[src/sv/quadratic_root_solver_defines.svh]
// Assertion helpers used by the solver top level
`ifndef QUADRATIC_ROOT_SOLVER_DEFINES_SVH
`define QUADRATIC_ROOT_SOLVER_DEFINES_SVH

// Invariant that must hold at every clock edge out of reset
`define QRS_ASSERT(lbl, expr, msg) \
  lbl: assert property (@(posedge clk) disable iff (rst) (expr)) else $error(msg);

// Antecedent in this cycle implies consequent in the next one
`define QRS_ASSERT_NEXT(lbl, ante, cons, msg) \
  lbl: assert property (@(posedge clk) disable iff (rst) (ante) |=> (cons)) else $error(msg);

`endif

[src/sv/qrs_pkg.sv]
`default_nettype none
package qrs_pkg;

  // field widths and fixed-point split
  localparam int COEF_W    = 16;
  localparam int FRAC_BITS = 16;
  localparam int HALF_FRAC = FRAC_BITS / 2;
  localparam int REST_FRAC = FRAC_BITS - HALF_FRAC;
  localparam int RES_W     = 34;

  // discriminant, square root and divider widths
  localparam int D_W    = 2 * COEF_W + 2;
  localparam int DMAG_W = 2 * COEF_W + 1;
  localparam int SQ_W   = (DMAG_W + 2 * HALF_FRAC + 1) / 2;
  localparam int RAD_W  = 2 * SQ_W;
  localparam int REM_W  = SQ_W + 2;
  localparam int NUM_W  = SQ_W + REST_FRAC + 1;
  localparam int DEN_W  = COEF_W + 1;

  // smallest positive quotient magnitude that no longer fits the result
  localparam logic [NUM_W-1:0] RES_LIM = NUM_W'(1) << (RES_W - 1);

  // root count codes
  localparam logic [1:0] CNT_NONE = 2'd0;
  localparam logic [1:0] CNT_ONE  = 2'd1;
  localparam logic [1:0] CNT_TWO  = 2'd2;
  localparam logic [1:0] CNT_INF  = 2'd3;

  // which numerators the item needs
  typedef enum logic [1:0] {
    KIND_NONE,
    KIND_LIN,
    KIND_ONE,
    KIND_TWO
  } kind_t;

  typedef struct packed {
    kind_t                    kind;
    logic [1:0]               cnt;
    logic signed [COEF_W-1:0] a;
    logic signed [COEF_W-1:0] b;
    logic signed [COEF_W-1:0] c;
  } side_t;

  typedef struct packed {
    logic       neg;
    logic [1:0] cnt;
  } div_tag_t;

endpackage
`default_nettype wire

[src/sv/qrs_sqrt.sv]
`default_nettype none
module qrs_sqrt import qrs_pkg::*; (
  input  logic              clk,
  input  logic              rst,
  input  logic              en,
  input  logic              in_valid,
  input  logic [DMAG_W-1:0] rad_in,
  input  side_t             side_in,
  output logic              out_valid,
  output logic [SQ_W-1:0]   root,
  output side_t             side_out
);

  // one result bit per stage, restoring digit recurrence
  logic             src_v    [SQ_W];
  logic [RAD_W-1:0] src_rad  [SQ_W];
  logic [REM_W-1:0] src_rem  [SQ_W];
  logic [SQ_W-1:0]  src_r    [SQ_W];
  side_t            src_side [SQ_W];

  logic             st_v    [SQ_W];
  logic [RAD_W-1:0] st_rad  [SQ_W];
  logic [REM_W-1:0] st_rem  [SQ_W];
  logic [SQ_W-1:0]  st_r    [SQ_W];
  side_t            st_side [SQ_W];

  for (genvar k = 0; k < SQ_W; k++) begin : g_step
    logic [REM_W-1:0] rs;
    logic [REM_W-1:0] trial;
    logic             ge;

    if (k == 0) begin : g_first
      assign src_v[k]    = in_valid;
      assign src_rad[k]  = RAD_W'({rad_in, {(2*HALF_FRAC){1'b0}}});
      assign src_rem[k]  = '0;
      assign src_r[k]    = '0;
      assign src_side[k] = side_in;
    end else begin : g_chain
      assign src_v[k]    = st_v[k-1];
      assign src_rad[k]  = st_rad[k-1];
      assign src_rem[k]  = st_rem[k-1];
      assign src_r[k]    = st_r[k-1];
      assign src_side[k] = st_side[k-1];
    end

    assign rs    = {src_rem[k][REM_W-3:0], src_rad[k][RAD_W-1 -: 2]};
    assign trial = {src_r[k], 2'b01};
    assign ge    = (rs >= trial);

    always_ff @(posedge clk) begin
      if (rst) begin
        st_v[k] <= 1'b0;
      end else if (en) begin
        st_v[k] <= src_v[k];
      end
    end

    always_ff @(posedge clk) begin
      if (en) begin
        st_rad[k]  <= src_rad[k] << 2;
        st_rem[k]  <= ge ? (rs - trial) : rs;
        st_r[k]    <= {src_r[k][SQ_W-2:0], ge};
        st_side[k] <= src_side[k];
      end
    end
  end

  assign out_valid = st_v[SQ_W-1];
  assign root      = st_r[SQ_W-1];
  assign side_out  = st_side[SQ_W-1];

endmodule
`default_nettype wire

[config.mk]
export PLATFORM = sky130hd
export DESIGN_NAME = qrs_sqrt
export DESIGN_NICKNAME = d
export VERILOG_FILES = /design/src/sv/quadratic_root_solver_defines.svh /design/src/sv/qrs_pkg.sv /design/src/sv/qrs_sqrt.sv
export SDC_FILE = /design/constraint.sdc
export NUM_CORES = 2
export LEC_CHECK = 0
export BUFFER_PORTS_ARGS = -buffer_cell sky130_fd_sc_hd__buf_2
export CORE_MARGIN = 5
export CORE_UTILIZATION = 50
export DETAILED_ROUTE_END_ITERATION = 16
export PLACE_DENSITY_LB_ADDON = 0.15
export SLEW_MARGIN = 10
export SYNTH_ARGS = -nofsm -noshare
export SYNTH_HDL_FRONTEND = slang
export SYNTH_SLANG_ARGS = --single-unit
export TNS_END_PERCENT = 30
[constraint.sdc]
create_clock -name clk -period 3.5 [get_ports clk]
set_clock_uncertainty 0.05 [all_clocks]
set_input_delay 0.525 -clock clk [delete_from_list [all_inputs] [get_ports clk]]
set_output_delay 0.525 -clock clk [all_outputs]
set_load 0.05 [all_outputs]
==> reports/metrics.yaml <==
die:
  die_h_um: 451
  die_width_um: 451
  rows: 162
  die-area_mm2: 0.204
  core_mm2: 0.194
  io_pins: 167
  start_util: 0.501
finish:
  regArea_mm2: 0.0744
  mostFrequentLayoutCells: "edfxtp_1, inv_1, nand2_1"
  final_common_cell: "edfxtp_1"
  syn_to_final_growth_pct: 15.3
  fill_cells: 14800
  stdcell_area_mm2: 0.112
  fin_util: 0.578
  drive_gt1_frac: 0.121
  nNetsFinal: 7084
  multi_input_comb_area_mm2: 0.0211
timing:
  timing.setup.tns_ps: 0
  rsz0062_at_grt: "true"
  holdWs_ps: 192
  layout_min_cycle_time_ps: 3400
  finalSetupViolations: 0
  post-route-period-util: 0.972
  drv_slew: 0
  final_hold_viol_count: 0
  timing.fmax_mhz: 294
  relSlewSlack: 0.303
  tightestPinTransition_ps: 1050
global_route:
  grt_max_degree: 89
  antenna_found_initial: 0
  overflow: 0
  grt_pass1_vias: 48600
  grt_pass1_wl_mm: 250
  track_usage: 0.151
power_and_ir_drop:
  clkPwrFrac: 0.363
  peakVddDrop_mv: 0.499
  power_switching_share: 0.234
  pwr-share-seq: 0.510
  powerDensity_mw_per_mm2: 657
  switchingPower_mw: 17.3
  intPower_mw: 56.5
  p_leak_nw: 41.5
  p_comb_frac: 0.128
yosys:
  ys_async_sr_fraction: 0
  ys_types: 93
  synth_cells: 6042
  ys_seq_area_frac: 0.764
  ys.warnings.count: 0
  syn_area_mm2: 0.0973
  synth_ff_type: "edfxtp_1"
  syn_nets: 6473
  ys_seq_elements: 2477
  synth_area_per_cell_um2: 16.1
  synth_edf_count: 2477
worst_hold_path:
  min_path_type: "in -> reg"
setup_path:
  crit_type: "reg -> reg"
  cp.arrival_ps: 4050
  crit_path_end_kind: "register"
  critPathLaunchType: "register"
  r2r_setup_slack_ps: 100
  crit_fanout: 3
  cp.required_ps: 4140
drt:
  drcViolationCount: 0
  antenna_left: 0
  routed_wl_mm: 153
  vias: 48100
  drtIter0Drc: 3202
  firstDrtPassIters: 5
  vias_per_cell: 5.13
  wl_per_cell_um: 16.3
clock_tree:
  htreeDepth: 5
  cts_buffers: 276
  cts-root-buf: "clkbuf_16"
  clk_latency_ps: 900
  cts_tree: "built"
  clk_path_buf_depth: 4
  clkSinkCount: 2477
  clkTransAtPathRegs_ps: 60
placed_design:
  dp.final_hpwl_mm: 101
  io_buffers: 166
  place_congestion: 0.865
  place_area_mm2: 0.103
run:
  drv_cap: 0
run_status:
  outcome: "finished clean"
==> per-stage QoR <==
stage          power, mW  worst slack (ps)  cells
3_3_place_gp        47.3              -146   8827
3_5_place_dp        47.5              -126   8827
5_1_grt             77.5             -63.8   9376
2_1_floorplan       44.2               299   6042
4_1_cts             74.8             -11.1   9372
6_report            73.8              96.4   9377
==> power by group through the flow <==
stage | combinational (mW) | sequential (mW) | clock (mW)
2_1_floorplan | 6.43 | 37.8 | 0
5_1_grt | 10.5 | 37.9 | 29.1
6_report | 9.41 | 37.6 | 26.7
3_3_place_gp | 9.06 | 38.2 | 0
3_5_place_dp | 9.26 | 38.2 | 0
4_1_cts | 9.40 | 37.6 | 27.7
==> state kept, by name, summed over array words and instances (netlist names) <==
name,count
st_side,1300
st_rem,555
st_r,325
st_rad,272
st_v,25
==> cell type report <==
class                           instances  area share
Clock buffer                          329      0.0646
Tap cell                             2542      0.0283
Clock inverter                        130      0.0101
Timing Repair Buffer                  413      0.0313
Sequential cell                      2477       0.662
Inverter                              442      0.0148
Antenna cell                            1   0.0000223
Multi-Input combinational cell       3043       0.188
==> cells in the mapped netlist (all sizes together) (21+ instances only) <==
cell type,number,share of area
edfxtp,2477,0.76
inv,442,0.017
nand2,373,0.014
ha,335,0.043
o21ai,303,0.016
a21oi,265,0.014
nor2,262,0.010
xnor2,225,0.020
xor2,205,0.018
nor3,131,0.0068
a21o,96,0.0074
nand3,72,0.0038
o21a,62,0.0048
nand2b,61,0.0039
clkbuf,54,0.0021
nor4,54,0.0039
mux2,53,0.0061
or3,51,0.0033
nor2b,46,0.0030
and2,36,0.0023
nand4,36,0.0023
o31ai,34,0.0026
o21bai,29,0.0022
a31oi,26,0.0017
buf,26,0.0015
or2,26,0.0017
a211oi,25,0.0019
and3,23,0.0015
a21boi,21,0.0016
==> cells by family (layout without fill, tap and decap cells) <==
family          Yosys count  count (layout)  synth area share
compound gates          976             976            0.0624
other cells               1               2         0.0000385
flops                  2477            2477             0.764
mux                      57              57           0.00654
fa+ha+maj               342             342            0.0445
buf+inv                 522            1314            0.0206
xor+xnor                430             430            0.0387
simple gates           1237            1237            0.0631
==> per-layer routing <==
layer / routed length (µm) / GRT usage / vias to the layer above / part of all wire
met4: 4990 / 0.0561 / 0 / 0.033
met1: 68900 / 0.202 / 23000 / 0.45
met3: 6350 / 0.0297 / 341 / 0.042
li1: - / - / 23900 / -
met2: 72500 / 0.246 / 860 / 0.47
met5: 0 / 0 / - / 0
==> timing repair <==
item / 4_1_cts / 5_1_grt
resized for setup: 5 / 29
hold endpoints to repair: 86 / 0
hold buffers: 86 / 0
gates cloned: 0 / 0
setup buffers: 0 / 4
pin swaps: 0 / 12
setup endpoints to repair: 3 / 81
==> critical path, stage by stage (launching register included) <==
cell      delay, ps
edfxtp_1        380
inv_1            70
ha_2            170
inv_1            60
fa_2            360
nand2b_4        170
a21oi_4         180
o211ai_1        160
o21ai_1         220
a21oi_2         110
o31ai_2         250
buf_4           150
nor2_1           40
or4b_2          620
a41oi_2         200
==> path summary, 6_finish.rpt <==
kind / cells after the start / end / from
hold / removal: 2 / st_side[0][51] / en
setup reg to reg: 14 / st_rem[2][184] / st_r[1][125]
setup / recovery: 14 / st_rem[2][184] / st_r[1][125]
hold reg to reg: 0 / st_side[0][694] / st_side[0][642]
Power figures use the tool's default switching activity.
