===== src/sv/quadratic_root_solver_defines.svh =====
// Assertion helpers used by the solver top level
`ifndef QUADRATIC_ROOT_SOLVER_DEFINES_SVH
`define QUADRATIC_ROOT_SOLVER_DEFINES_SVH

// Invariant that must hold at every clock edge out of reset
`define QRS_ASSERT(lbl, expr, msg) \
  lbl: assert property (@(posedge clk) disable iff (rst) (expr)) else $error(msg);

// Antecedent in this cycle implies consequent in the next one
`define QRS_ASSERT_NEXT(lbl, ante, cons, msg) \
  lbl: assert property (@(posedge clk) disable iff (rst) (ante) |=> (cons)) else $error(msg);

`endif


===== src/sv/qrs_pkg.sv =====
`default_nettype none
package qrs_pkg;

  // field widths and fixed-point split
  localparam int COEF_W    = 16;
  localparam int FRAC_BITS = 16;
  localparam int HALF_FRAC = FRAC_BITS / 2;
  localparam int REST_FRAC = FRAC_BITS - HALF_FRAC;
  localparam int RES_W     = 34;

  // discriminant, square root and divider widths
  localparam int D_W    = 2 * COEF_W + 2;
  localparam int DMAG_W = 2 * COEF_W + 1;
  localparam int SQ_W   = (DMAG_W + 2 * HALF_FRAC + 1) / 2;
  localparam int RAD_W  = 2 * SQ_W;
  localparam int REM_W  = SQ_W + 2;
  localparam int NUM_W  = SQ_W + REST_FRAC + 1;
  localparam int DEN_W  = COEF_W + 1;

  // smallest positive quotient magnitude that no longer fits the result
  localparam logic [NUM_W-1:0] RES_LIM = NUM_W'(1) << (RES_W - 1);

  // root count codes
  localparam logic [1:0] CNT_NONE = 2'd0;
  localparam logic [1:0] CNT_ONE  = 2'd1;
  localparam logic [1:0] CNT_TWO  = 2'd2;
  localparam logic [1:0] CNT_INF  = 2'd3;

  // which numerators the item needs
  typedef enum logic [1:0] {
    KIND_NONE,
    KIND_LIN,
    KIND_ONE,
    KIND_TWO
  } kind_t;

  typedef struct packed {
    kind_t                    kind;
    logic [1:0]               cnt;
    logic signed [COEF_W-1:0] a;
    logic signed [COEF_W-1:0] b;
    logic signed [COEF_W-1:0] c;
  } side_t;

  typedef struct packed {
    logic       neg;
    logic [1:0] cnt;
  } div_tag_t;

endpackage
`default_nettype wire


===== src/sv/qrs_front.sv =====
`default_nettype none
module qrs_front import qrs_pkg::*; (
  input  logic                     clk,
  input  logic                     rst,
  input  logic                     en,
  input  logic                     in_valid,
  input  logic signed [COEF_W-1:0] a_in,
  input  logic signed [COEF_W-1:0] b_in,
  input  logic signed [COEF_W-1:0] c_in,
  output logic                     out_valid,
  output logic [DMAG_W-1:0]        dmag,
  output side_t                    side
);

  logic                       v1;
  logic signed [COEF_W-1:0]   a1, b1, c1;
  logic signed [2*COEF_W-1:0] bb1, ac1;
  logic signed [D_W-1:0]      d;
  kind_t                      kind_next;
  logic [1:0]                 cnt_next;
  logic [DMAG_W-1:0]          dmag_next;

  // stage 1: the two products
  always_ff @(posedge clk) begin
    if (rst) begin
      v1 <= 1'b0;
    end else if (en) begin
      v1 <= in_valid;
    end
  end

  always_ff @(posedge clk) begin
    if (en) begin
      a1  <= a_in;
      b1  <= b_in;
      c1  <= c_in;
      bb1 <= b_in * b_in;
      ac1 <= a_in * c_in;
    end
  end

  // stage 2: discriminant and case split
  assign d = D_W'(bb1) - (D_W'(ac1) <<< 2);

  always_comb begin
    kind_next = KIND_NONE;
    cnt_next  = CNT_NONE;
    if (a1 == '0) begin
      if (b1 == '0) begin
        cnt_next = (c1 == '0) ? CNT_INF : CNT_NONE;
      end else begin
        kind_next = KIND_LIN;
        cnt_next  = CNT_ONE;
      end
    end else if (d > 0) begin
      kind_next = KIND_TWO;
      cnt_next  = CNT_TWO;
    end else if (d == '0) begin
      kind_next = KIND_ONE;
      cnt_next  = CNT_ONE;
    end
  end

  assign dmag_next = (kind_next == KIND_TWO) ? d[DMAG_W-1:0] : '0;

  always_ff @(posedge clk) begin
    if (rst) begin
      out_valid <= 1'b0;
    end else if (en) begin
      out_valid <= v1;
    end
  end

  always_ff @(posedge clk) begin
    if (en) begin
      dmag      <= dmag_next;
      side.kind <= kind_next;
      side.cnt  <= cnt_next;
      side.a    <= a1;
      side.b    <= b1;
      side.c    <= c1;
    end
  end

endmodule
`default_nettype wire


===== config.mk =====
export PLATFORM = sky130hd
export DESIGN_NAME = qrs_front
export DESIGN_NICKNAME = d
export VERILOG_FILES = /design/src/sv/quadratic_root_solver_defines.svh /design/src/sv/qrs_pkg.sv /design/src/sv/qrs_front.sv
export SDC_FILE = /design/constraint.sdc
export NUM_CORES = 2
export LEC_CHECK = 0
export BUFFER_PORTS_ARGS = -buffer_cell sky130_fd_sc_hd__buf_4
export CAP_MARGIN = 20
export CELL_PAD_IN_SITES_DETAIL_PLACEMENT = 1
export CELL_PAD_IN_SITES_GLOBAL_PLACEMENT = 2
export CORE_ASPECT_RATIO = 0.9
export CORE_MARGIN = 3
export CORE_UTILIZATION = 46
export DETAILED_ROUTE_END_ITERATION = 10
export PLACE_DENSITY_LB_ADDON = 0.1
export SLEW_MARGIN = 5
export SYNTH_ARGS = -nofsm -noshare
export SYNTH_HDL_FRONTEND = slang
export SYNTH_SLANG_ARGS = --single-unit

===== constraint.sdc =====
create_clock -name clk -period 14.2 [get_ports clk]
set_input_delay 4.26 -clock clk [delete_from_list [all_inputs] [get_ports clk]]
set_output_delay 4.26 -clock clk [all_outputs]
set_load 0.02 [all_outputs]

==> results list <==
- After Yosys synthesis, XOR and XNOR cells account for 3.23% of the synthesized area.
* Crit Path Class: in -> reg
- Register bit total from synthesis: 196
- Final critical path time including I/O delays and setup: 10780 ps
* Number of H-tree levels: 4
* Later-pin clock latency in the skew report: 490 ps
* Number of enable-type register cells in the synthesized netlist: 194
- 0 antenna diodes ended up in the layout.
- DRT Pass-1 Iters: 5
* Num CTS Buffers: 17
- DRC violations left: 0
* Number of placement rows: 83
- Averaged over all synthesized cells, the footprint is 10.3 µm².
- Compared with the post-synthesis result, the final layout area differs by 8.50%.
- Count of final setup violators: 0
* Die boundary height: 235 µm
- FFs w/ async S/R, synth: 0%
- Width of the die: 261 µm
- Dividing the detail-routed via count by the number of cells gives 5.20.
- Number of design-rule violations left by the first detailed-router iteration: 853
* Worst hold path class: reg -> reg
* Main combinational cell family by area after synthesis: adder cells
- Full die area: 61300 µm²
* Slew margin rel.: 28.7%
- Number of nets still failing antenna checks after routing: 0
* Final-report hold violation count: 0
- After detailed routing, the total wire length is 66.2 mm.
- Post-route clock skew: 23.9 ps
- The clock passes through at most 2 buffers.
- Global router's overall resource usage: 23.2%
- Gates resized during post-CTS repair numbered 0.
- Vias in the first global route: 20600
- Vias after detailed routing: 18100
- The first global-routing pass estimated 111 mm of wire.
- Final weighted congestion in routability-driven placement: 0.816
- For the pin with the worst max-slew slack, the measured transition is 1060 ps.
- For this run, the post-layout net count is 3442.
- Synthesized-area fraction occupied by adder cells: 46.3%
- Post-CTS Repair Setup Buffers: 0
- The worst setup path is launched from a primary input.
- Fraction of layout instances using a drive strength above 1: 6.94%
- Of the total synthesized cell area, the portion taken by AND, OR, NAND and NOR gates is 11.6%.
- Of the synthesized area, sequential elements account for 21.9%.
- Clock transition at the register clock pins on the worst setup and hold paths after CTS: 80 ps
* Synthesized cell area: 26800 µm²
- Setup tns final: 0 ps
* CTS root buffer: sky130_fd_sc_hd__clkbuf_16
* Crit-path max FO: 15
* Hold Worst Slack: 445 ps
* Critical Path Sink Type: flip-flop
* Clock tree from TritonCTS: yes
- Required @ worst endpoint: 14420 ps
- In the synthesized netlist, the number of instances is 2610.
- Maximum number of pins on one net before global-route repair: 115
- STA puts the critical path data arrival time at 11000 ps.
- Across the run, the number of max-cap violations was 0.
- For this configuration, the core starts out at a cell density of 46.7%.
- After clock tree synthesis, the flow added hold-fix buffers numbering 0.
- Buffers placed on the I/O ports in this run total 136.
- The flow ran to the end, and the final reports show no timing, DRC or antenna violations.
- The core region is 57400 µm².
- Max Slew Vio Count: 0
* TritonCTS Sinks: 196
- Net count of the mapped netlist: 3357
- Cell variety after synth: 76
* Period utilisation layout: 75.9%
- For this run, the leading register cell type out of synthesis is sky130_fd_sc_hd__edfxtp_1.
- Fmax achieved: 92.7 MHz
- The total overflow left after global routing is 0.
* Setup repair after global routing missed its margin: no
* Portion of netlist area occupied by mux cells: 0.266%
- 138 I/O pins were placed.
- Once detailed placement completed, the half-perimeter wirelength came to 55.1 mm.
- For this run, the number of Yosys warnings is 0.
* Number of filler instances in the final layout: 6331
- The number of antenna violations at the first check in global routing is 2.
- Dividing the detail-routed wire length by the instance count gives 19.1 µm.
* Compound-Gate Fraction of Synth Area: 6.55%
registers in the layout, summed over array words and instances (netlist names):
signal / flops
side: 52
out_valid: 1
b1: 16
a1: 16
v1: 1
bb1: 30
dmag: 32
c1: 16
ac1: 32
synth_stat cells, drive strengths merged, types with 4 or more instances:
cell type	count	share of area [%]
ha	198	9.2
a31o	6	0.23
o21ai	36	0.67
a21o	37	1.0
o31ai	6	0.17
clkbuf	62	0.87
nand4	13	0.30
nor3	22	0.41
and2	161	3.8
and3	12	0.28
or3	7	0.16
nor2b	7	0.16
nand3	17	0.32
nand2b	16	0.37
buf	10	0.28
mux2i	6	0.22
a21oi	80	1.5
nor2	106	1.5
edfxtp	194	22
nor4	17	0.45
o21a	18	0.50
fa	497	37
xnor2	72	2.3
o211ai	10	0.30
a31oi	4	0.093
a211o	5	0.16
o41ai	4	0.16
inv	648	9.1
xor2	27	0.88
a211oi	12	0.34
nand2	237	3.3
o21bai	8	0.22
per-layer routing:
metal | wire length, µm | part of all wire, % | track usage, % | vias up
met5 | 0 | 0 | 0 | -
met4 | 706 | 1.1 | 4.29 | 0
met3 | 2050 | 3.1 | 2.64 | 39
met2 | 32600 | 49 | 38.6 | 266
met1 | 30900 | 47 | 33.2 | 9529
li1 | - | - | - | 8232
final timing paths:
kind	startpoint	end	slack [ps]	cells after the start
hold / removal	c1[13]$_DFFE_PP_	side[13]$_DFFE_PP_	440	0
setup / recovery	b_in[3]	bb1[30]$_DFFE_PP_	3420	23
hold reg to reg	c1[13]$_DFFE_PP_	side[13]$_DFFE_PP_	440	0
setup reg to reg	ac1[1]$_DFFE_PP_	dmag[12]$_SDFFCE_PP0P_	9160	12
cells in the final DEF (no fill, tap or decap), types with 5 or more instances in the layout:
master,netlist,final
sky130_fd_sc_hd__fa_1,497,497
sky130_fd_sc_hd__or3_1,7,7
sky130_fd_sc_hd__nand3_1,17,17
sky130_fd_sc_hd__nand4_1,13,13
sky130_fd_sc_hd__edfxtp_1,194,194
sky130_fd_sc_hd__xor2_1,27,27
sky130_fd_sc_hd__ha_1,198,198
sky130_fd_sc_hd__nand2_1,237,237
sky130_fd_sc_hd__a211oi_1,12,12
sky130_fd_sc_hd__o211ai_1,9,9
sky130_fd_sc_hd__and3_1,12,12
sky130_fd_sc_hd__mux2i_1,6,6
sky130_fd_sc_hd__nand2b_1,16,16
sky130_fd_sc_hd__and2_1,161,161
sky130_fd_sc_hd__o21a_1,18,18
sky130_fd_sc_hd__nor2_1,105,105
sky130_fd_sc_hd__xnor2_1,72,72
sky130_fd_sc_hd__a21oi_1,78,78
sky130_fd_sc_hd__nor2b_1,7,7
sky130_fd_sc_hd__clkinv_8,0,5
sky130_fd_sc_hd__o21bai_1,8,8
sky130_fd_sc_hd__nor4_1,16,16
sky130_fd_sc_hd__a211o_1,5,5
sky130_fd_sc_hd__o31ai_1,6,6
sky130_fd_sc_hd__inv_1,648,648
sky130_fd_sc_hd__buf_4,1,137
sky130_fd_sc_hd__nor3_1,22,22
sky130_fd_sc_hd__a31o_2,5,5
sky130_fd_sc_hd__clkbuf_16,0,17
sky130_fd_sc_hd__o21ai_0,32,32
sky130_fd_sc_hd__a21o_1,37,37
layout make-up:
class / instances / area, µm² / share of cell area, %
well taps: 765 / 957 / 3.29
repair buffers: 138 / 1040 / 3.58
multi-input cells: 1694 / 18200 / 62.6
clock buffers: 18 / 429 / 1.47
clock inverters: 14 / 163 / 0.559
flip-flops and latches: 196 / 5870 / 20.1
inverters: 648 / 2430 / 8.35
stage by stage:
step	utilization, %	instance area, µm²	setup slack, ps	instances
floorplan	-	26800	3820	2610
global placement	49.7	28500	3200	3441
detailed placement	49.7	28500	2980	3441
CTS	50.7	29100	3490	3473
global route	50.7	29100	3050	3473
finish	50.7	29100	3420	3473
worst max-delay path, stage by stage:
cell,delay [ps]
sky130_fd_sc_hd__buf_4,180
sky130_fd_sc_hd__inv_1,320
sky130_fd_sc_hd__nor2_1,140
sky130_fd_sc_hd__ha_1,340
sky130_fd_sc_hd__xor2_1,190
sky130_fd_sc_hd__fa_1,520
sky130_fd_sc_hd__fa_1,520
sky130_fd_sc_hd__inv_1,50
sky130_fd_sc_hd__fa_1,500
sky130_fd_sc_hd__fa_1,490
sky130_fd_sc_hd__inv_1,50
sky130_fd_sc_hd__fa_1,470
sky130_fd_sc_hd__inv_1,40
sky130_fd_sc_hd__ha_1,320
sky130_fd_sc_hd__a211oi_1,270
sky130_fd_sc_hd__nand3b_1,120
sky130_fd_sc_hd__a41oi_1,300
sky130_fd_sc_hd__o31ai_1,220
sky130_fd_sc_hd__a221o_1,390
sky130_fd_sc_hd__a221oi_1,580
sky130_fd_sc_hd__nor2_1,180
sky130_fd_sc_hd__o41ai_1,420
sky130_fd_sc_hd__xnor2_1,100
cell families after synthesis:
logic type               Yosys count
multiplexers                       7
adder cells (fa/ha/maj)          695
other                              1
XOR/XNOR                          99
buffers and inverters            720
flip-flops                       196
AO/OA/AOI/OAI                    259
AND/OR/NAND/NOR                  633
Power is not shown: default switching activity piles up to over one toggle a cycle in this logic, so the estimate is an artifact.
