`config.mk`:
```
export PLATFORM = sky130hd
export DESIGN_NAME = qrs_div
export DESIGN_NICKNAME = d
export VERILOG_FILES = /design/src/sv/quadratic_root_solver_defines.svh /design/src/sv/qrs_pkg.sv /design/src/sv/qrs_div.sv
export SDC_FILE = /design/constraint.sdc
export NUM_CORES = 2
export LEC_CHECK = 0
export ABC_AREA = 1
export ABC_CLOCK_PERIOD_IN_PS = 7100
export BUFFER_PORTS_ARGS = -buffer_cell sky130_fd_sc_hd__buf_2
export CAP_MARGIN = 10
export CORE_MARGIN = 4
export CORE_UTILIZATION = 65
export CTS_CLUSTER_SIZE = 20
export DETAILED_ROUTE_END_ITERATION = 8
export PLACE_DENSITY = 0.81
export SLEW_MARGIN = 25
export SYNTH_ARGS = -nofsm -noshare
export SYNTH_HDL_FRONTEND = slang
export SYNTH_SLANG_ARGS = --single-unit
```
`constraint.sdc`:
```
create_clock -name clk -period 7.1 [get_ports clk]
set_clock_uncertainty 0.15 [all_clocks]
set_input_delay 0 -clock clk [delete_from_list [all_inputs] [get_ports clk]]
set_output_delay 0 -clock clk [all_outputs]
set_load 0.02 [all_outputs]
```
`src/sv/quadratic_root_solver_defines.svh`:
```
// Assertion helpers used by the solver top level
`ifndef QUADRATIC_ROOT_SOLVER_DEFINES_SVH
`define QUADRATIC_ROOT_SOLVER_DEFINES_SVH

// Invariant that must hold at every clock edge out of reset
`define QRS_ASSERT(lbl, expr, msg) \
  lbl: assert property (@(posedge clk) disable iff (rst) (expr)) else $error(msg);

// Antecedent in this cycle implies consequent in the next one
`define QRS_ASSERT_NEXT(lbl, ante, cons, msg) \
  lbl: assert property (@(posedge clk) disable iff (rst) (ante) |=> (cons)) else $error(msg);

`endif

```
`src/sv/qrs_pkg.sv`:
```
`default_nettype none
package qrs_pkg;

  // field widths and fixed-point split
  localparam int COEF_W    = 16;
  localparam int FRAC_BITS = 16;
  localparam int HALF_FRAC = FRAC_BITS / 2;
  localparam int REST_FRAC = FRAC_BITS - HALF_FRAC;
  localparam int RES_W     = 34;

  // discriminant, square root and divider widths
  localparam int D_W    = 2 * COEF_W + 2;
  localparam int DMAG_W = 2 * COEF_W + 1;
  localparam int SQ_W   = (DMAG_W + 2 * HALF_FRAC + 1) / 2;
  localparam int RAD_W  = 2 * SQ_W;
  localparam int REM_W  = SQ_W + 2;
  localparam int NUM_W  = SQ_W + REST_FRAC + 1;
  localparam int DEN_W  = COEF_W + 1;

  // smallest positive quotient magnitude that no longer fits the result
  localparam logic [NUM_W-1:0] RES_LIM = NUM_W'(1) << (RES_W - 1);

  // root count codes
  localparam logic [1:0] CNT_NONE = 2'd0;
  localparam logic [1:0] CNT_ONE  = 2'd1;
  localparam logic [1:0] CNT_TWO  = 2'd2;
  localparam logic [1:0] CNT_INF  = 2'd3;

  // which numerators the item needs
  typedef enum logic [1:0] {
    KIND_NONE,
    KIND_LIN,
    KIND_ONE,
    KIND_TWO
  } kind_t;

  typedef struct packed {
    kind_t                    kind;
    logic [1:0]               cnt;
    logic signed [COEF_W-1:0] a;
    logic signed [COEF_W-1:0] b;
    logic signed [COEF_W-1:0] c;
  } side_t;

  typedef struct packed {
    logic       neg;
    logic [1:0] cnt;
  } div_tag_t;

endpackage
`default_nettype wire

```
`src/sv/qrs_div.sv`:
```
`default_nettype none
module qrs_div import qrs_pkg::*; (
  input  logic             clk,
  input  logic             rst,
  input  logic             en,
  input  logic             in_valid,
  input  logic [NUM_W-1:0] num_in,
  input  logic [DEN_W-1:0] den_in,
  input  div_tag_t         tag_in,
  output logic             out_valid,
  output logic [NUM_W-1:0] quo,
  output div_tag_t         tag_out
);

  // unsigned restoring divider, one quotient bit per stage
  logic             src_v   [NUM_W];
  logic [NUM_W-1:0] src_num [NUM_W];
  logic [DEN_W-1:0] src_rem [NUM_W];
  logic [DEN_W-1:0] src_den [NUM_W];
  div_tag_t         src_tag [NUM_W];

  logic             st_v   [NUM_W];
  logic [NUM_W-1:0] st_num [NUM_W];
  logic [DEN_W-1:0] st_rem [NUM_W];
  logic [DEN_W-1:0] st_den [NUM_W];
  div_tag_t         st_tag [NUM_W];

  for (genvar k = 0; k < NUM_W; k++) begin : g_step
    logic [DEN_W:0] rs;
    logic [DEN_W:0] diff;
    logic           ge;

    if (k == 0) begin : g_first
      assign src_v[k]   = in_valid;
      assign src_num[k] = num_in;
      assign src_rem[k] = '0;
      assign src_den[k] = den_in;
      assign src_tag[k] = tag_in;
    end else begin : g_chain
      assign src_v[k]   = st_v[k-1];
      assign src_num[k] = st_num[k-1];
      assign src_rem[k] = st_rem[k-1];
      assign src_den[k] = st_den[k-1];
      assign src_tag[k] = st_tag[k-1];
    end

    assign rs   = {src_rem[k], src_num[k][NUM_W-1]};
    assign diff = rs - {1'b0, src_den[k]};
    assign ge   = (rs >= {1'b0, src_den[k]});

    always_ff @(posedge clk) begin
      if (rst) begin
        st_v[k] <= 1'b0;
      end else if (en) begin
        st_v[k] <= src_v[k];
      end
    end

    always_ff @(posedge clk) begin
      if (en) begin
        st_num[k] <= {src_num[k][NUM_W-2:0], ge};
        st_rem[k] <= ge ? diff[DEN_W-1:0] : rs[DEN_W-1:0];
        st_den[k] <= src_den[k];
        st_tag[k] <= src_tag[k];
      end
    end
  end

  assign out_valid = st_v[NUM_W-1];
  assign quo       = st_num[NUM_W-1];
  assign tag_out   = st_tag[NUM_W-1];

endmodule
`default_nettype wire

```
==> impl_results.html <==
<table>
<tr><th>Metric</th><th>Value</th></tr>
<tr><th colspan="2">Timing</th></tr>
<tr><td>Aggregate negative setup slack</td><td>0 ns</td></tr>
<tr><td>Setup repair after global routing missed its margin</td><td>false</td></tr>
<tr><td>Final setup vio count</td><td>0</td></tr>
<tr><td>Worst slew margin relative to its limit</td><td>28.37%</td></tr>
<tr><td>Period utilisation layout</td><td>41.03%</td></tr>
<tr><td>Transition time at the pin with the least slew margin</td><td>about 1.1 ns</td></tr>
<tr><td>Final hold violation count</td><td>0</td></tr>
<tr><td>Count of pins over their slew limit</td><td>0</td></tr>
<tr><td>Worst slack on hold paths</td><td>0.09861 ns</td></tr>
<tr><td>Highest Clock Rate</td><td>343.3 MHz</td></tr>
<tr><td>Final Critical Period</td><td>roughly 2.9 ns</td></tr>
<tr><th colspan="2">Routing</th></tr>
<tr><td>Antenna-violating nets left</td><td>0</td></tr>
<tr><td>Wire length per cell</td><td>17.63 µm</td></tr>
<tr><td>Routed via count</td><td>approximately 80k</td></tr>
<tr><td>Count of routing violations after the opening detailed-route iteration</td><td>7438</td></tr>
<tr><td>Pre-antenna DRT Iters</td><td>7</td></tr>
<tr><td>Vias per std cell</td><td>5.341</td></tr>
<tr><td>DRC viols</td><td>0</td></tr>
<tr><td>Final WL</td><td>264800 µm</td></tr>
<tr><th colspan="2">Setup path</th></tr>
<tr><td>Worst flop-to-flop path endpoint</td><td>st_rem[17][14]</td></tr>
<tr><td>Crit path cell chain</td><td>inv_1 &gt; ha_1 &gt; nand2_2 &gt; inv_2 &gt; nand2_1 &gt; nand2_1 &gt; and3_1 &gt; nor2_4 &gt; nand2_4 &gt; nand2_1 &gt; nand2_1</td></tr>
<tr><td>Slowest cell on crit path</td><td>nor2_4</td></tr>
<tr><td>FF-to-FF Start</td><td>st_den[16][12]</td></tr>
<tr><td>Max stage delay on crit path</td><td>~0.45 ns</td></tr>
<tr><td>CP startpoint kind</td><td>flip-flop</td></tr>
<tr><td>Maximum fanout along the worst path</td><td>18</td></tr>
<tr><td>FF-to-FF path depth</td><td>11</td></tr>
<tr><td>Required time at the endpoint of the critical path</td><td>~7.6 ns</td></tr>
<tr><td>Cell type with the highest occurrence count on the critical path</td><td>nand2_1</td></tr>
<tr><td>Endpoint arrival time on the critical path</td><td>3.41 ns</td></tr>
<tr><td>Register-to-register setup slack</td><td>4.19 ns</td></tr>
<tr><td>Type of the worst setup path</td><td>flip-flop to flip-flop</td></tr>
<tr><td>Startpoint of the worst setup timing path</td><td>st_den[16][12]</td></tr>
<tr><td>Capturing instance or port of the critical path</td><td>st_rem[17][14]</td></tr>
<tr><td>CP Capture Type</td><td>flip-flop</td></tr>
<tr><th colspan="2">Placed design</th></tr>
<tr><td>Weighted congestion reported at the end of routability-driven placement</td><td>around 0.95</td></tr>
<tr><td>IO Port Bufs</td><td>95</td></tr>
<tr><td>Number of instances in the placed design</td><td>14.47k</td></tr>
<tr><td>HPWL after detailed placement</td><td>185500 µm</td></tr>
<tr><th colspan="2">Clock network</th></tr>
<tr><td>H-tree level count</td><td>4</td></tr>
<tr><td>Cells resized by post-CTS repair</td><td>0</td></tr>
<tr><td>CTS hold repair buffers</td><td>approximately 110</td></tr>
<tr><td>TritonCTS clock tree</td><td>built</td></tr>
<tr><td>Reg clk slew, reported paths</td><td>about 0.070 ns</td></tr>
<tr><td>Post-CTS setup-driven buffer insertion count</td><td>0</td></tr>
<tr><td>Number of clock sinks seen by CTS</td><td>2414</td></tr>
<tr><td>Number of clock buffers inserted by TritonCTS</td><td>231</td></tr>
<tr><td>Latest clock arrival within the worst-skew pair</td><td>0.88 ns</td></tr>
<tr><td>Maximum buffer depth of the clock tree</td><td>3</td></tr>
<tr><td>Root cell of the clock tree</td><td>clkbuf_16</td></tr>
<tr><th colspan="2">GRT</th></tr>
<tr><td>Aggregate global-route resource usage</td><td>27.71%</td></tr>
<tr><td>Pin count of the biggest net entering global routing</td><td>200</td></tr>
<tr><td>Via count of the first global-routing pass</td><td>78.16k</td></tr>
<tr><td>Congestion Overflow GR</td><td>0</td></tr>
<tr><td>Antenna violations before repair</td><td>3</td></tr>
<tr><td>Wire length of the first global-routing pass</td><td>420300 µm</td></tr>
<tr><th colspan="2">Power</th></tr>
<tr><td>Logic pwr share</td><td>37.8%</td></tr>
<tr><td>Worst vdd ir</td><td>0.2996 mV</td></tr>
<tr><td>Sw power</td><td>20890 µW</td></tr>
<tr><td>LEAKAGE</td><td>between 0.06 and 0.07 µW</td></tr>
<tr><td>Sequential power share</td><td>38.7%</td></tr>
<tr><td>Internal cell power</td><td>about 33000 µW</td></tr>
<tr><td>PD cells</td><td>~400 nW/µm²</td></tr>
<tr><td>Clock network fraction of total power</td><td>23.5%</td></tr>
<tr><td>Switching part of the total power</td><td>38.60%</td></tr>
<tr><th colspan="2">Logic synthesis</th></tr>
<tr><td>Synthesized area</td><td>119700 µm²</td></tr>
<tr><td>Ys async rst share</td><td>0%</td></tr>
<tr><td>Register bit total from synthesis</td><td>2414</td></tr>
<tr><td>Count of cell types in the netlist</td><td>42</td></tr>
<tr><td>Post-Syn Area per Cell</td><td>around 10 µm²</td></tr>
<tr><td>Most used DFF post-synth</td><td>edfxtp_1</td></tr>
<tr><td>Yosys synthesis warning count</td><td>0</td></tr>
<tr><td>Syn Nets</td><td>around 13k</td></tr>
<tr><td>Seq/Total Area, Yosys</td><td>between 60% and 70%</td></tr>
<tr><td>Number of synthesized flops with an enable pin</td><td>about 2.4k</td></tr>
<tr><td>Gate count of the mapped netlist</td><td>12.00k</td></tr>
<tr><th colspan="2">Layout</th></tr>
<tr><td>Non-filler instance count after layout</td><td>15.02k</td></tr>
<tr><td>Leading cell type in the layout, fill and taps excluded</td><td>nand2_1</td></tr>
<tr><td>Flip-flop and latch area</td><td>72490 µm²</td></tr>
<tr><td>Area added between synthesis and finish</td><td>10.09%</td></tr>
<tr><td>Total Nets Final</td><td>around 13k</td></tr>
<tr><td>Fill cell total of the finished layout</td><td>12.97k</td></tr>
<tr><td>Fraction of layout cells with a size suffix above 1</td><td>7.116%</td></tr>
<tr><td>Area of the multi-input gates</td><td>37830 µm²</td></tr>
<tr><td>Top library cells by usage in the layout, fill and taps aside</td><td>nand2_1, edfxtp_1, inv_1</td></tr>
<tr><th colspan="2">Die</th></tr>
<tr><td>Die footprint</td><td>191000 µm²</td></tr>
<tr><td>Vert. Die Dim</td><td>about 440 µm</td></tr>
<tr><td>Core box area</td><td>around 180000 µm²</td></tr>
<tr><td>Die W</td><td>437.1 µm</td></tr>
<tr><td>Cell Rows</td><td>157</td></tr>
<tr><td>I/O Pins</td><td>96</td></tr>
<tr><td>Starting density of the core</td><td>65.37%</td></tr>
<tr><th colspan="2">Job</th></tr>
<tr><td>Max Cap Viol</td><td>0</td></tr>
<tr><th colspan="2">Hold path</th></tr>
<tr><td>Kind of path behind the tightest hold check</td><td>input pin to flip-flop</td></tr>
<tr><th colspan="2">Run status</th></tr>
<tr><td>Outcome</td><td>completed</td></tr>
</table>
==> state kept, by name (all words and copies together) (netlist names) <==
name    cells
st_rem    561
st_num   1156
st_den    561
st_tag    102
st_v       34
==> cells in the mapped netlist (3+ instances only) <==
| master | number | area share [%] |
|---|---|---|
| buf_6 | 25 | 0.24 |
| or2_1 | 31 | 0.16 |
| nand4_1 | 59 | 0.31 |
| buf_2 | 31 | 0.13 |
| nor2_1 | 441 | 1.4 |
| fa_1 | 32 | 0.54 |
| nand3_2 | 4 | 0.033 |
| a21oi_2 | 5 | 0.037 |
| nand2_1 | 4106 | 13 |
| and3_1 | 29 | 0.15 |
| clkbuf_1 | 4 | 0.013 |
| nand3_1 | 943 | 3.9 |
| xor2_1 | 195 | 1.4 |
| nand3b_1 | 17 | 0.11 |
| buf_4 | 51 | 0.32 |
| inv_2 | 34 | 0.11 |
| nor2_2 | 46 | 0.24 |
| o21a_1 | 17 | 0.11 |
| buf_12 | 6 | 0.10 |
| a21oi_1 | 297 | 1.2 |
| nand2_2 | 184 | 0.96 |
| xnor2_1 | 31 | 0.23 |
| nand2_4 | 63 | 0.59 |
| nor3_1 | 38 | 0.16 |
| o21bai_1 | 3 | 0.019 |
| nor4_4 | 29 | 0.52 |
| o21ai_2 | 11 | 0.081 |
| nor2_4 | 32 | 0.30 |
| inv_1 | 2200 | 6.9 |
| and2_1 | 41 | 0.21 |
| edfxtp_1 | 2414 | 61 |
| or2_0 | 4 | 0.021 |
| ha_1 | 563 | 5.9 |
==> metal layers <==
metal  track usage, %  wire length [µm]  vias to the layer above
li1                 -                 -                    39410
met4            9.573              9599                        0
met2            48.03            131600                     2567
met1            36.39            109200                    37610
met5                0                 0                        -
met3            3.392             14300                      607
==> logic make-up after synthesis <==
family,Yosys count,share of synthesized area [%]
flops,2414,60.57
xor+xnor,226,1.654
buf+inv,2353,7.820
compound gates,336,1.499
simple gates,6075,22.03
fa+ha+maj,595,6.421
==> metrics by stage <==
step | instance area, µm² | util [%] | total power (µW) | setup slack, ns
after floorplan | 119700 | - | 35960 | 4.850
after global placement | 122600 | 66.98 | 40660 | 4.297
after detailed placement | 122600 | 66.98 | 41120 | 4.287
after CTS | 131700 | 71.93 | 54140 | 4.270
after global routing | 131800 | 71.97 | 58010 | 4.034
final | 131800 | 71.97 | 54120 | 4.187
==> power by group through the flow <==
stage          combinational [µW]  clock, µW  sequential, µW
2_1_floorplan               15700          0           20200
3_3_place_gp                19500          0           21200
3_5_place_dp                19900          0           21200
4_1_cts                     20300      12900           21000
5_1_grt                     23300      13600           21100
6_report                    20500      12700           21000
==> worst min path at each step <==
stage                    start            end  slack [ns]  cells after the start
global route         den_in[2]  st_rem[0][14]        0.11                      4
floorplan            den_in[0]   st_den[0][0]       -0.05                      0
CTS                  den_in[5]   st_rem[0][7]        0.01                      4
finish               den_in[2]  st_rem[0][16]         0.1                      4
detailed placement  num_in[20]  st_num[0][21]        0.03                      1
global placement    num_in[31]  st_num[0][32]        0.03                      1
==> layout make-up <==
type | instances | area share [%]
sequential | 2414 | 55.02
clock inverter | 161 | 1.537
multi-input combinational | 7232 | 28.71
antenna | 2 | 0.003799
timing repair buffer | 241 | 1.536
inverter | 2235 | 6.367
clock buffer | 266 | 4.487
tap | 2464 | 2.340
==> critical path: cells and delay by family (launching register included) <==
kind | cells | cell delay [ns]
buffers and inverters | 2 | 0.16
AND/OR/NAND/NOR | 8 | 1.50
flip-flops | 1 | 0.44
adder cells (fa/ha/maj) | 1 | 0.42
Power figures use the tool's default switching activity.
